<file path="config.mk">
export PLATFORM = sky130hd
export DESIGN_NAME = gamepad_edge_events_deadzone
export DESIGN_NICKNAME = d
export VERILOG_FILES = /design/src/hdl/gped_pkg.sv /design/src/hdl/gamepad_edge_events_deadzone.sv /design/src/hdl/gped_ctrl.sv /design/src/hdl/gped_dp.sv
export SDC_FILE = /design/constraint.sdc
export NUM_CORES = 2
export LEC_CHECK = 0
export ABC_CLOCK_PERIOD_IN_PS = 13360
export BUFFER_PORTS_ARGS = -buffer_cell sky130_fd_sc_hd__buf_2
export CORE_MARGIN = 2
export CORE_UTILIZATION = 35
export CTS_CLUSTER_SIZE = 28
export DETAILED_ROUTE_END_ITERATION = 16
export PLACE_DENSITY = 0.49
export RECOVER_POWER = 50
export SYNTH_ARGS = -nofsm -noshare
export SYNTH_HDL_FRONTEND = slang
export SYNTH_HIERARCHICAL = 1
export SYNTH_SLANG_ARGS = --single-unit
</file>
<file path="constraint.sdc">
create_clock -name clk -period 13.36 [get_ports clk]
set_clock_uncertainty 0.2 [all_clocks]
set_input_delay 1.336 -clock clk [delete_from_list [all_inputs] [get_ports clk]]
set_output_delay 1.336 -clock clk [all_outputs]
set_load 0.03 [all_outputs]
</file>
<file path="src/hdl/gped_pkg.sv">
// shared types and constants for the gamepad deadzone and key edge block
// no dependencies
package gped_pkg;

	localparam int NUM_KEYS = 12;
	localparam int KEY_IDX_W = 4;
	localparam int CFG_W = 15;
	localparam int CFG_IDX_W = 2;
	localparam int SQRT_STEPS = 16;
	localparam int DIV_STEPS = 15;
	localparam int CNT_W = 4;

	localparam logic [CFG_W-1:0] FULL_SCALE = 15'h7fff;
	localparam logic [CFG_W-1:0] DZ_RESET = 15'd7849;
	localparam logic [CFG_W-1:0] TH_RESET = 15'd9000;

	localparam logic [CFG_IDX_W-1:0] REG_DEAD_ZONE = 2'd0;
	localparam logic [CFG_IDX_W-1:0] REG_DIR_THRESH = 2'd1;

	localparam logic KIND_STICK = 1'b0;
	localparam logic KIND_KEY = 1'b1;

	// button word bit for each binding in key order
	localparam logic [3:0] KEY_BIT [NUM_KEYS] = '{
		4'd12, 4'd13, 4'd14, 4'd15, 4'd8, 4'd9,
		4'd5, 4'd4, 4'd0, 4'd1, 4'd2, 4'd3
	};

	localparam int BTN_UP = 0;
	localparam int BTN_DOWN = 1;
	localparam int BTN_LEFT = 2;
	localparam int BTN_RIGHT = 3;

	typedef struct packed {
		logic               link_up;
		logic [15:0]        button_word;
		logic signed [15:0] stick_x;
		logic signed [15:0] stick_y;
	} in_word_t;

	typedef struct packed {
		logic                 kind;
		logic [KEY_IDX_W-1:0] key_index;
		logic                 pressed;
		logic signed [15:0]   norm_x;
		logic signed [15:0]   norm_y;
		logic                 last;
	} out_word_t;

	typedef struct packed {
		logic load;
		logic square;
		logic sum;
		logic set_zero;
		logic sqrt_init;
		logic sqrt_step;
		logic rsel;
		logic mul1;
		logic mul2;
		logic div_step;
		logic emit_report;
		logic emit_key;
		logic key_next;
	} cmd_t;

	typedef struct packed {
		logic link;
		logic in_dz;
		logic out_free;
		logic diff_empty;
		logic key_hit;
	} sts_t;

endpackage

</file>
<file path="src/hdl/gamepad_edge_events_deadzone.sv">
// top level: config registers, sequencer and datapath for the gamepad poll block
// depends on gped_pkg, gped_ctrl, gped_dp
// a stick word outside the deadzone passes squares, sum, check, a 16-step root, range select,
// scale products and 15-step dividers for both axes; a link-down sample goes straight to the
// report, a deadzone one after squares, sum and check; the key scan then steps through the
// bindings up to the last changed one, stalling while the output is full; a new sample is taken only when idle
// reset clears held keys and link state, empties the output, loads 7849 and 9000 into config
module gamepad_edge_events_deadzone (
	input  logic                           clk,
	input  logic                           arst_n,
	input  logic                           in_valid,
	output logic                           in_ready,
	input  gped_pkg::in_word_t             in_data,
	output logic                           out_valid,
	input  logic                           out_ready,
	output gped_pkg::out_word_t            out_data,
	input  logic                           cfg_we,
	input  logic [gped_pkg::CFG_IDX_W-1:0] cfg_index,
	input  logic [gped_pkg::CFG_W-1:0]     cfg_data
);
	import gped_pkg::*;

	logic [CFG_W-1:0] dz_q, th_q;
	cmd_t cmd;
	sts_t sts;

	always_ff @(posedge clk or negedge arst_n) begin
		if (!arst_n) begin
			dz_q <= DZ_RESET;
			th_q <= TH_RESET;
		end else if (cfg_we) begin
			if (cfg_index == REG_DEAD_ZONE) dz_q <= cfg_data;
			else if (cfg_index == REG_DIR_THRESH) th_q <= cfg_data;
		end
	end

	gped_ctrl u_ctrl (
		.clk      (clk),
		.arst_n   (arst_n),
		.in_valid (in_valid),
		.in_ready (in_ready),
		.sts      (sts),
		.cmd      (cmd)
	);

	gped_dp u_dp (
		.clk                 (clk),
		.arst_n              (arst_n),
		.in_data             (in_data),
		.dead_zone           (dz_q),
		.direction_threshold (th_q),
		.cmd                 (cmd),
		.sts                 (sts),
		.out_ready           (out_ready),
		.out_valid           (out_valid),
		.out_data            (out_data)
	);

endmodule

</file>
<file path="src/hdl/gped_ctrl.sv">
// sequencer for one poll sample: squares, root, scale, divide, report, key scan
// depends on gped_pkg
module gped_ctrl (
	input  logic          clk,
	input  logic          arst_n,
	input  logic          in_valid,
	output logic          in_ready,
	input  gped_pkg::sts_t sts,
	output gped_pkg::cmd_t cmd
);
	import gped_pkg::*;

	typedef enum logic [3:0] {
		S_IDLE, S_SQUARE, S_SUM, S_CHECK, S_SQRT, S_RSEL,
		S_MUL1, S_MUL2, S_DIV, S_REPORT, S_KEYS
	} state_t;

	state_t state_q;
	logic [CNT_W-1:0] cnt_q;

	assign in_ready = (state_q == S_IDLE);

	always_comb begin
		cmd = '0;
		unique case (state_q)
			S_IDLE:   cmd.load = in_valid;
			S_SQUARE: cmd.square = 1'b1;
			S_SUM:    cmd.sum = 1'b1;
			S_CHECK: begin
				cmd.set_zero = sts.in_dz;
				cmd.sqrt_init = !sts.in_dz;
			end
			S_SQRT:   cmd.sqrt_step = 1'b1;
			S_RSEL:   cmd.rsel = 1'b1;
			S_MUL1:   cmd.mul1 = 1'b1;
			S_MUL2:   cmd.mul2 = 1'b1;
			S_DIV:    cmd.div_step = 1'b1;
			S_REPORT: cmd.emit_report = sts.out_free;
			S_KEYS: begin
				cmd.emit_key = !sts.diff_empty && sts.key_hit && sts.out_free;
				cmd.key_next = !sts.diff_empty && !sts.key_hit;
			end
			default: cmd = '0;
		endcase
	end

	always_ff @(posedge clk or negedge arst_n) begin
		if (!arst_n) begin
			state_q <= S_IDLE;
			cnt_q <= '0;
		end else begin
			unique case (state_q)
				S_IDLE: begin
					if (in_valid) begin
						state_q <= sts.link ? S_SQUARE : S_REPORT;
					end
				end
				S_SQUARE: state_q <= S_SUM;
				S_SUM:    state_q <= S_CHECK;
				S_CHECK: begin
					cnt_q <= '0;
					state_q <= sts.in_dz ? S_REPORT : S_SQRT;
				end
				S_SQRT: begin
					cnt_q <= cnt_q + 1'b1;
					if (cnt_q == CNT_W'(SQRT_STEPS - 1)) begin
						state_q <= S_RSEL;
					end
				end
				S_RSEL: state_q <= S_MUL1;
				S_MUL1: state_q <= S_MUL2;
				S_MUL2: begin
					cnt_q <= '0;
					state_q <= S_DIV;
				end
				S_DIV: begin
					cnt_q <= cnt_q + 1'b1;
					if (cnt_q == CNT_W'(DIV_STEPS - 1)) begin
						state_q <= S_REPORT;
					end
				end
				S_REPORT: begin
					if (sts.out_free) begin
						state_q <= S_KEYS;
					end
				end
				S_KEYS: begin
					if (sts.diff_empty) begin
						state_q <= S_IDLE;
					end
				end
				default: state_q <= S_IDLE;
			endcase
		end
	end

	a_sqrt_len: assert property (@(posedge clk) disable iff (!arst_n)
		cmd.rsel |-> $past(cmd.sqrt_step, SQRT_STEPS))
		else $error("root ran short");
	a_div_len: assert property (@(posedge clk) disable iff (!arst_n)
		cmd.div_step && cnt_q == '0 |-> $past(cmd.mul2))
		else $error("divide started without operands");
	a_ready_idle: assert property (@(posedge clk) disable iff (!arst_n)
		cmd.load |=> !in_ready)
		else $error("accepted a second sample during work");

endmodule

</file>
<file path="src/hdl/gped_dp.sv">
// datapath: clamp, squares, bitwise root, scale products, dividers, key diff, output word
// depends on gped_pkg
module gped_dp (
	input  logic                       clk,
	input  logic                       arst_n,
	input  gped_pkg::in_word_t         in_data,
	input  logic [gped_pkg::CFG_W-1:0] dead_zone,
	input  logic [gped_pkg::CFG_W-1:0] direction_threshold,
	input  gped_pkg::cmd_t             cmd,
	output gped_pkg::sts_t             sts,
	input  logic                       out_ready,
	output logic                       out_valid,
	output gped_pkg::out_word_t        out_data
);
	import gped_pkg::*;

	logic               zero_q, neg_x_q, neg_y_q;
	logic [14:0]        mag_x_q, mag_y_q;
	logic [29:0]        sq_x_q, sq_y_q, dzsq_q;
	logic [30:0]        s_q;
	logic [30:0]        rem_q, bit_q;
	logic [31:0]        res_q;
	logic [14:0]        r_q, span_q;
	logic [29:0]        px_q, py_q;
	logic [30:0]        den_q;
	logic [44:0]        rx_q, ry_q, dsh_q;
	logic [14:0]        qx_q, qy_q;
	logic [NUM_KEYS-1:0] held_q, diff_q;
	logic               conn_q;
	logic [KEY_IDX_W-1:0] idx_q;
	logic               out_valid_q;
	out_word_t          out_q;

	// sample decode
	logic [15:0]         cx, cy, ax, ay;
	logic signed [16:0]  th_s, raw_x, raw_y;
	logic [15:0]         btn;
	logic [NUM_KEYS-1:0] now;
	logic                go_left, go_down;

	always_comb begin
		cx = (in_data.stick_x == 16'sh8000) ? 16'h8001 : in_data.stick_x;
		cy = (in_data.stick_y == 16'sh8000) ? 16'h8001 : in_data.stick_y;
		ax = cx[15] ? 16'h0000 - cx : cx;
		ay = cy[15] ? 16'h0000 - cy : cy;
		th_s = signed'({2'b00, direction_threshold});
		raw_x = 17'(in_data.stick_x);
		raw_y = 17'(in_data.stick_y);
		go_left = raw_x < -th_s;
		go_down = raw_y < -th_s;
		btn = in_data.button_word;
		if (go_left) btn[BTN_LEFT] = 1'b1;
		else if (raw_x > th_s) btn[BTN_RIGHT] = 1'b1;
		if (go_down) btn[BTN_DOWN] = 1'b1;
		else if (raw_y > th_s) btn[BTN_UP] = 1'b1;
		for (int i = 0; i < NUM_KEYS; i++) begin
			now[i] = btn[KEY_BIT[i]];
		end
	end

	// root step
	logic [31:0] sq_try;
	logic        sq_take;
	assign sq_try = res_q + {1'b0, bit_q};
	assign sq_take = {1'b0, rem_q} >= sq_try;

	// scale radius
	logic [15:0] m, m_dz;
	logic [14:0] span;
	assign m = res_q[15:0];
	assign m_dz = m - {1'b0, dead_zone};
	assign span = FULL_SCALE - dead_zone;

	// divider step
	logic take_x, take_y;
	assign take_x = rx_q >= dsh_q;
	assign take_y = ry_q >= dsh_q;

	// next output word
	out_word_t out_next;

	always_comb begin
		out_next = '0;
		if (cmd.emit_report) begin
			out_next.kind = KIND_STICK;
			if (!zero_q) begin
				out_next.norm_x = neg_x_q ? -signed'({1'b0, qx_q}) : signed'({1'b0, qx_q});
				out_next.norm_y = neg_y_q ? -signed'({1'b0, qy_q}) : signed'({1'b0, qy_q});
			end
			out_next.last = (diff_q == '0);
		end else begin
			out_next.kind = KIND_KEY;
			out_next.key_index = idx_q;
			out_next.pressed = held_q[idx_q];
			out_next.last = ((diff_q & ~(NUM_KEYS'(1) << idx_q)) == '0);
		end
	end

	always_ff @(posedge clk) begin
		if (cmd.load) begin
			zero_q <= !in_data.link_up;
			neg_x_q <= cx[15];
			neg_y_q <= cy[15];
			mag_x_q <= ax[14:0];
			mag_y_q <= ay[14:0];
		end
		if (cmd.square) begin
			sq_x_q <= 30'(mag_x_q) * 30'(mag_x_q);
			sq_y_q <= 30'(mag_y_q) * 30'(mag_y_q);
			dzsq_q <= 30'(dead_zone) * 30'(dead_zone);
		end
		if (cmd.sum) begin
			s_q <= 31'(sq_x_q) + 31'(sq_y_q);
		end
		if (cmd.set_zero) begin
			zero_q <= 1'b1;
		end
		if (cmd.sqrt_init) begin
			zero_q <= 1'b0;
			rem_q <= s_q;
			res_q <= '0;
			bit_q <= 31'h4000_0000;
		end
		if (cmd.sqrt_step) begin
			if (sq_take) begin
				rem_q <= rem_q - sq_try[30:0];
				res_q <= (res_q >> 1) + {1'b0, bit_q};
			end else begin
				res_q <= res_q >> 1;
			end
			bit_q <= bit_q >> 2;
		end
		if (cmd.rsel) begin
			r_q <= (m_dz > {1'b0, span}) ? span : m_dz[14:0];
			span_q <= span;
		end
		if (cmd.mul1) begin
			px_q <= 30'(mag_x_q) * 30'(r_q);
			py_q <= 30'(mag_y_q) * 30'(r_q);
			den_q <= 31'(m) * 31'(span_q);
		end
		if (cmd.mul2) begin
			rx_q <= {px_q, 15'b0} - 45'(px_q);
			ry_q <= {py_q, 15'b0} - 45'(py_q);
			dsh_q <= {den_q, 14'b0};
			qx_q <= '0;
			qy_q <= '0;
		end
		if (cmd.div_step) begin
			if (take_x) rx_q <= rx_q - dsh_q;
			if (take_y) ry_q <= ry_q - dsh_q;
			qx_q <= {qx_q[13:0], take_x};
			qy_q <= {qy_q[13:0], take_y};
			dsh_q <= dsh_q >> 1;
		end
		if (cmd.emit_report || cmd.emit_key) begin
			out_q <= out_next;
		end
	end

	always_ff @(posedge clk or negedge arst_n) begin
		if (!arst_n) begin
			held_q <= '0;
			diff_q <= '0;
			conn_q <= 1'b0;
			idx_q <= '0;
			out_valid_q <= 1'b0;
		end else begin
			if (cmd.load) begin
				idx_q <= '0;
				conn_q <= in_data.link_up;
				if (in_data.link_up) begin
					diff_q <= held_q ^ now;
					held_q <= now;
				end else begin
					diff_q <= conn_q ? held_q : '0;
					held_q <= '0;
				end
			end
			if (cmd.emit_key) begin
				diff_q[idx_q] <= 1'b0;
				idx_q <= idx_q + 1'b1;
			end
			if (cmd.key_next) begin
				idx_q <= idx_q + 1'b1;
			end
			if (cmd.emit_report || cmd.emit_key) begin
				out_valid_q <= 1'b1;
			end else if (out_ready) begin
				out_valid_q <= 1'b0;
			end
		end
	end

	always_comb begin
		sts.link = in_data.link_up;
		sts.in_dz = (dead_zone == FULL_SCALE) || (31'(dzsq_q) >= s_q);
		sts.out_free = !out_valid_q || out_ready;
		sts.diff_empty = (diff_q == '0);
		sts.key_hit = diff_q[idx_q];
	end

	assign out_valid = out_valid_q;
	assign out_data = out_q;

	a_emit_room: assert property (@(posedge clk) disable iff (!arst_n)
		(cmd.emit_report || cmd.emit_key) |-> (!out_valid_q || out_ready))
		else $error("output word overwritten");
	a_key_bit: assert property (@(posedge clk) disable iff (!arst_n)
		cmd.emit_key |-> diff_q[idx_q])
		else $error("event for an unchanged key");
	a_key_clear: assert property (@(posedge clk) disable iff (!arst_n)
		cmd.emit_key |=> $countones(diff_q) == $past($countones(diff_q)) - 1)
		else $error("key change not retired");
	a_root_floor: assert property (@(posedge clk) disable iff (!arst_n)
		cmd.rsel |-> m >= {1'b0, dead_zone})
		else $error("root below deadzone");

endmodule
</file>
; ---- Yosys cells after proc, flatten, opt, wreduce, memory -nomap -nowiden
; Index checks and enable logic that the tools add are counted.
[totals]
out_inout_bits = 41
regBits = 626
word_cells = 208
inputBits = 71
[classes]
n_addsub = 17
bitwise = 9
n_mux = 72
shift = 1
order_cmp = 11
reduce_logical = 30
n_mul = 6
eq_ne = 21
[op_table]
columns = cell, count
row1 = $mux 45, 6
row2 = $mul 15x15->30, 5
row3 = $mux 15, 8
row4 = $mux 32, 3
row5 = $mux 31, 3
row6 = $ge 45x45->1, 2
row7 = $sub 45x30->45, 2
row8 = $sub 45x45->45, 2
row9 = $mux 44, 2
row10 = $mux 12, 5
row11 = $mux 29, 2
row12 = $pmux 4 s11, 1
row13 = $mux 4, 10
row14 = $lt 16x17->1, 2
row15 = $add 31x31->32, 1
row16 = $add 32x31->32, 1
row17 = $eq 16x16->1 const B, 2
row18 = $ge 31x32->1, 1
row19 = $gt 16x16->1, 2
row20 = $mux 16, 2
row21 = $neg 15->16, 2
row22 = $add 30x30->31, 1
row23 = $ge 30x31->1, 1
row24 = $mul 16x15->31, 1
row25 = 40 further kinds, 100

; ---- Longest topological paths before layout
[depth]
depth_word = 8
depth_mapped = 28
ltp_nobuf = 25

; ---- Hierarchy
; Netlist, hierarchy kept.
[by_module_without_submodules]
columns = module, seq_area_each_um2, cells_per_inst, instances, area_per_inst_um2
row1 = gped_dp, 16175.5, 8482, 1, 78916.9
row2 = gamepad_edge_events_deadzone, 767.0, 64, 1, 1159.9
row3 = gped_ctrl, 200.2, 102, 1, 849.6

; ---- Worst setup path before layout
; No wires, ideal clock.
[synth_timing]
kind = flip-flop to flip-flop
start = reg u_ctrl.state_q[2]
end = reg u_dp.dzsq_q[0] (enable)
synth_period_minus_slack_ns = 7.496
required_ns = 12.520
setup_slack_ns = 5.864
setup_ns = 0.640
t_arrival_ns = 6.657
path_buffers = 2
stages_incl_launch_ff = 4
path_cell_list = dfrtp_1 buf_2 buf_2 nor3_1
[synth_lines]
columns = item, line_no
row1 = start: declaration, gped_ctrl.sv:18  ; state_t state_q;
row2 = start signal: assignment, gped_ctrl.sv:55  ; state_q <= sts.link ? S_SQUARE : S_REPORT;
row3 = start signal: assignment, gped_ctrl.sv:62  ; state_q <= sts.in_dz ? S_REPORT : S_SQRT;
row4 = end signal: assignment, gped_dp.sv:110  ; dzsq_q <= 30'(dead_zone) * 30'(dead_zone);
row5 = end: declaration, gped_dp.sv:19  ; logic [29:0] sq_x_q, sq_y_q, dzsq_q;

; ---- Worst setup path in the final report
[layout_timing]
start = reg u_dp.mag_x_q[0]
end = reg u_dp.sq_x_q[28], data pin
[layout_between]
elab_chain_len = 1
[layout_rtl]
columns = item, line_no
row1 = start: declaration, gped_dp.sv:18  ; logic [14:0] mag_x_q, mag_y_q;
row2 = start signal: assignment, gped_dp.sv:104  ; mag_x_q <= ax[14:0];
row3 = $mul 15x15->30, gped_dp.sv:108  ; sq_x_q <= 30'(mag_x_q) * 30'(mag_x_q);
row4 = end signal: assignment, gped_dp.sv:108
row5 = end: declaration, gped_dp.sv:19
; Every way passes these cells.
; A chain may end at the register's enable or synchronous reset.

==> impl_metrics.py <==
metrics = {
    "outcome": {
        "outcome": "complete, but fails checks",
        "violations": "max-capacitance violations, max-slew violations",
    },
    "global_route": {
        "busiest_layer": "met2",
        "grt_usage_pct": 19.02,
        "use_met2_pct": 31.47,
        "grtUsageMet3_pct": 2.387,
        "grt_pass1_vias": 61255,
        "grt_pass1_wl_mm": 353.2,
        "use_met1_pct": 25.96,
        "grt_max_degree": 88,
        "grt_overflow_total": 0,
        "antenna_found_initial": 14,
    },
    "layout": {
        "drive_gt1_share_pct": 5.079,
        "num-fill-cells": 23312,
        "nets": 10485,
        "mostFrequentLayoutCells": "inv_1 (1415), fa_1 (925), ha_1 (910)",
        "multiInputGateArea_sq_um": 57140,
        "layoutNonFillerInstCount": 11684,
        "seqCellArea_sq_um": 17140,
        "syn_to_final_growth_pct": 7.726,
        "final_common_cell": "inv_1",
    },
    "yosys": {
        "synth_top_family_by_area": "adder cells",
        "synth.net_count": 10554,
        "syn_inst": 8648,
        "synth_edf_count": 431,
        "synth_xor_area_share_pct": 5.682,
        "async_flop_share_pct": 10.91,
        "ys_ff_latch": 623,
        "syn_area_sq_um": 80930,
        "synth.area.mux_share_pct": 2.942,
        "synth_compound_gate_area_share_pct": 10.42,
        "synth_fa_ha_area_share_pct": 36.95,
        "synth_simple_gate_area_share_pct": 14.59,
        "yosys_warnings": 6,
        "seq_area_frac_synth_pct": 21.18,
        "avgSynthCellArea_sq_um": 9.358,
        "synthFlopType": "edfxtp_1",
        "ys_types": 100,
    },
    "place": {
        "place.gp.congestion": 0.8806,
        "numPortBuffers": 107,
        "dp_hpwl_mm": 176.2,
        "placed_cells": 11525,
    },
    "min_path": {
        "min_from": "u_dp/den_q[30]",
        "min_path_type": "flip-flop to flip-flop",
        "whs_path_depth": 2,
        "min_to": "u_dp/dsh_q[44]",
    },
    "die": {
        "fp.coreArea_sq_um": 229900,
        "pin_count": 112,
        "die_h_um": 484.9,
        "die_w_um": 484.9,
        "start_util_pct": 35.20,
        "dieArea_sq_um": 235100,
        "rows": 176,
    },
    "setup_path": {
        "cp.arrival_ns": 8.55,
        "crit_path_frequent_cell": "fa_1",
        "crit_required_ns": 13.64,
        "crit_type": "flip-flop to flip-flop",
        "rrSetupSlack_ns": 5.09,
        "worstReg2RegStart": "u_dp/mag_x_q[0]",
        "r2r_end": "u_dp/sq_x_q[28]",
        "cp_max_fo": 31,
        "rr_worst_depth": 20,
        "crit_chain": "clkbuf_1 > nand2_1 > fa_1 > fa_1 > inv_1 > fa_1 > fa_1 > fa_1 > fa_1 > ha_1 > a2111oi_0 > o211ai_1 > o211a_1 > a21oi_1 > a311oi_1 > a2111oi_0 > nor4b_1 > o21a_1 > nor2_1 > xnor2_1",
        "slowest_stage": "clkbuf_1",
        "critPathLaunchType": "flip-flop",
        "max_stage_delay_ns": 1.35,
        "endpoint_kind": "flip-flop",
    },
    "cts": {
        "cts_max_path_buffers": 3,
        "ctsHoldBuffers": 0,
        "cts_tree": "done",
        "cts_resized": 0,
        "cts_made_buffers": 78,
        "clock-sinks": 623,
        "cts_root_buffer": "clkbuf_16",
        "clock_latency_ns": 0.74,
        "postCtsSetupBuffers": 0,
        "htreeDepth": 3,
        "clk_pin_slew_ns": 0.06,
    },
    "detailed_routing": {
        "first_pass_iters": 6,
        "vias": 59483,
        "wl_per_cell_um": 19.10,
        "wirelength_mm": 223.2,
        "antenna_left": 0,
        "drt-initial-drc-count": 3309,
        "drc": 0,
        "vias_per_cell": 5.091,
    },
    "timing": {
        "finalSetupViolCount": 0,
        "finalCritPeriodShare_pct": 61.92,
        "hold_viol_final": 0,
        "maxSlewViolCount": 469,
        "fin_crit_ns": 8.272,
        "rsz0062_at_grt": "no",
        "tns_ns": 0,
        "max_slew.worst_pin.slew_ns": 4.673,
        "slew_headroom_pct": -211.5,
        "fmax_mhz": 120.9,
    },
    "run": {
        "drv_cap": 11,
    },
}
-- through the flow --
step / hold WS [ns] / worst slack, ns / util (%) / area [sq um]
after floorplan: 0.2564 / 5.864 / - / 80930
after global placement: 0.2828 / 5.449 / 36.80 / 84590
after detailed placement: 0.2990 / 5.402 / 36.80 / 84590
after CTS: 0.3094 / 5.351 / 37.98 / 87320
after global routing: 0.3372 / 4.430 / 37.92 / 87170
final: 0.2973 / 5.088 / 37.92 / 87180
-- layer usage --
layer | part of all wire, % | wire, um
met1 | 46 | 102300
met2 | 47 | 104500
met3 | 4.2 | 9382
met4 | 3.1 | 7006
met5 | 0.0054 | 12
-- critical path, delay by kind of cell (launching register included) --
family / cells / cell delay (ns)
compound gates: 7 / 2.03
xor+xnor: 1 / 0.22
simple gates: 3 / 0.46
flops: 1 / 0.36
fa+ha+maj: 7 / 3.34
buf+inv: 2 / 1.41
-- synthesized netlist by cell type, types with 52 or more instances --
cell / count / area [sq um]
nand3_1: 114 / 570.6
fa_1: 925 / 18520
o21bai_1: 52 / 390.4
dfxtp_1: 124 / 2482
ha_1: 910 / 11390
xor2_1: 201 / 1760
o21ai_0: 251 / 1256
and2_1: 546 / 3416
mux2i_1: 104 / 1041
a21o_1: 179 / 1344
nand2_1: 743 / 2789
nor2b_1: 82 / 513.0
a211oi_1: 53 / 397.9
dfrtp_1: 55 / 1376
o21a_1: 62 / 465.5
a31oi_1: 66 / 412.9
nor2_1: 477 / 1790
inv_1: 1414 / 5308
xnor2_1: 324 / 2838
edfxtp_1: 431 / 12940
mux2_2: 107 / 1205
clkbuf_1: 292 / 1096
a21oi_1: 390 / 1952
nor3_1: 98 / 490.5
nand4_1: 56 / 350.3
-- cell families (layout without fill, tap and decap cells) --
family,count (synthesis),in the layout
adders and majority gates,1835,1835
xor gates and xnor gates,525,525
other,0,14
DFF,623,623
and+or+nand+nor,2383,2383
AOI/OAI and AO/OA,1312,1312
muxes,217,217
buffers and inverters,1753,1749
-- cell type report --
class	instances	area share [%]
inverters	1422	6.123
flip-flops and latches	623	19.66
repair buffers	182	1.161
clock inverters	47	0.7908
well taps	3026	4.343
multi-input cells	6272	65.54
diodes	14	0.04019
clock buffers	98	2.337
-- worst max-delay path by stage --
stage / to / startpoint / slack, ns
4_1_cts: u_dp/sq_y_q[28] / u_dp/mag_y_q[2] / 5.35
3_3_place_gp: u_dp/sq_y_q[28] / u_dp/mag_y_q[2] / 5.45
6_report: u_dp/sq_x_q[28] / u_dp/mag_x_q[0] / 5.09
2_1_floorplan: u_dp/dzsq_q[0] / u_ctrl/state_q[2] / 5.86
3_5_place_dp: u_dp/sq_y_q[28] / u_dp/mag_y_q[2] / 5.40
5_1_grt: u_dp/sq_y_q[28] / u_dp/mag_y_q[0] / 4.43
-- registers in the layout (all words and copies together), names as in the netlist, 16 cells and up --
name / flops
u_dp/ry_q: 45
u_dp/px_q: 30
u_dp/bit_q: 16
u_dp/rem_q: 31
u_dp/rx_q: 45
u_dp/dzsq_q: 29
u_dp/s_q: 31
u_dp/sq_y_q: 29
u_dp/dsh_q: 45
u_dp/den_q: 31
u_dp/out_data: 39
u_dp/py_q: 30
u_dp/sq_x_q: 29
u_dp/res_q: 32
Power is not shown: default switching activity piles up to over one toggle a cycle in this logic, so the estimate is an artifact.
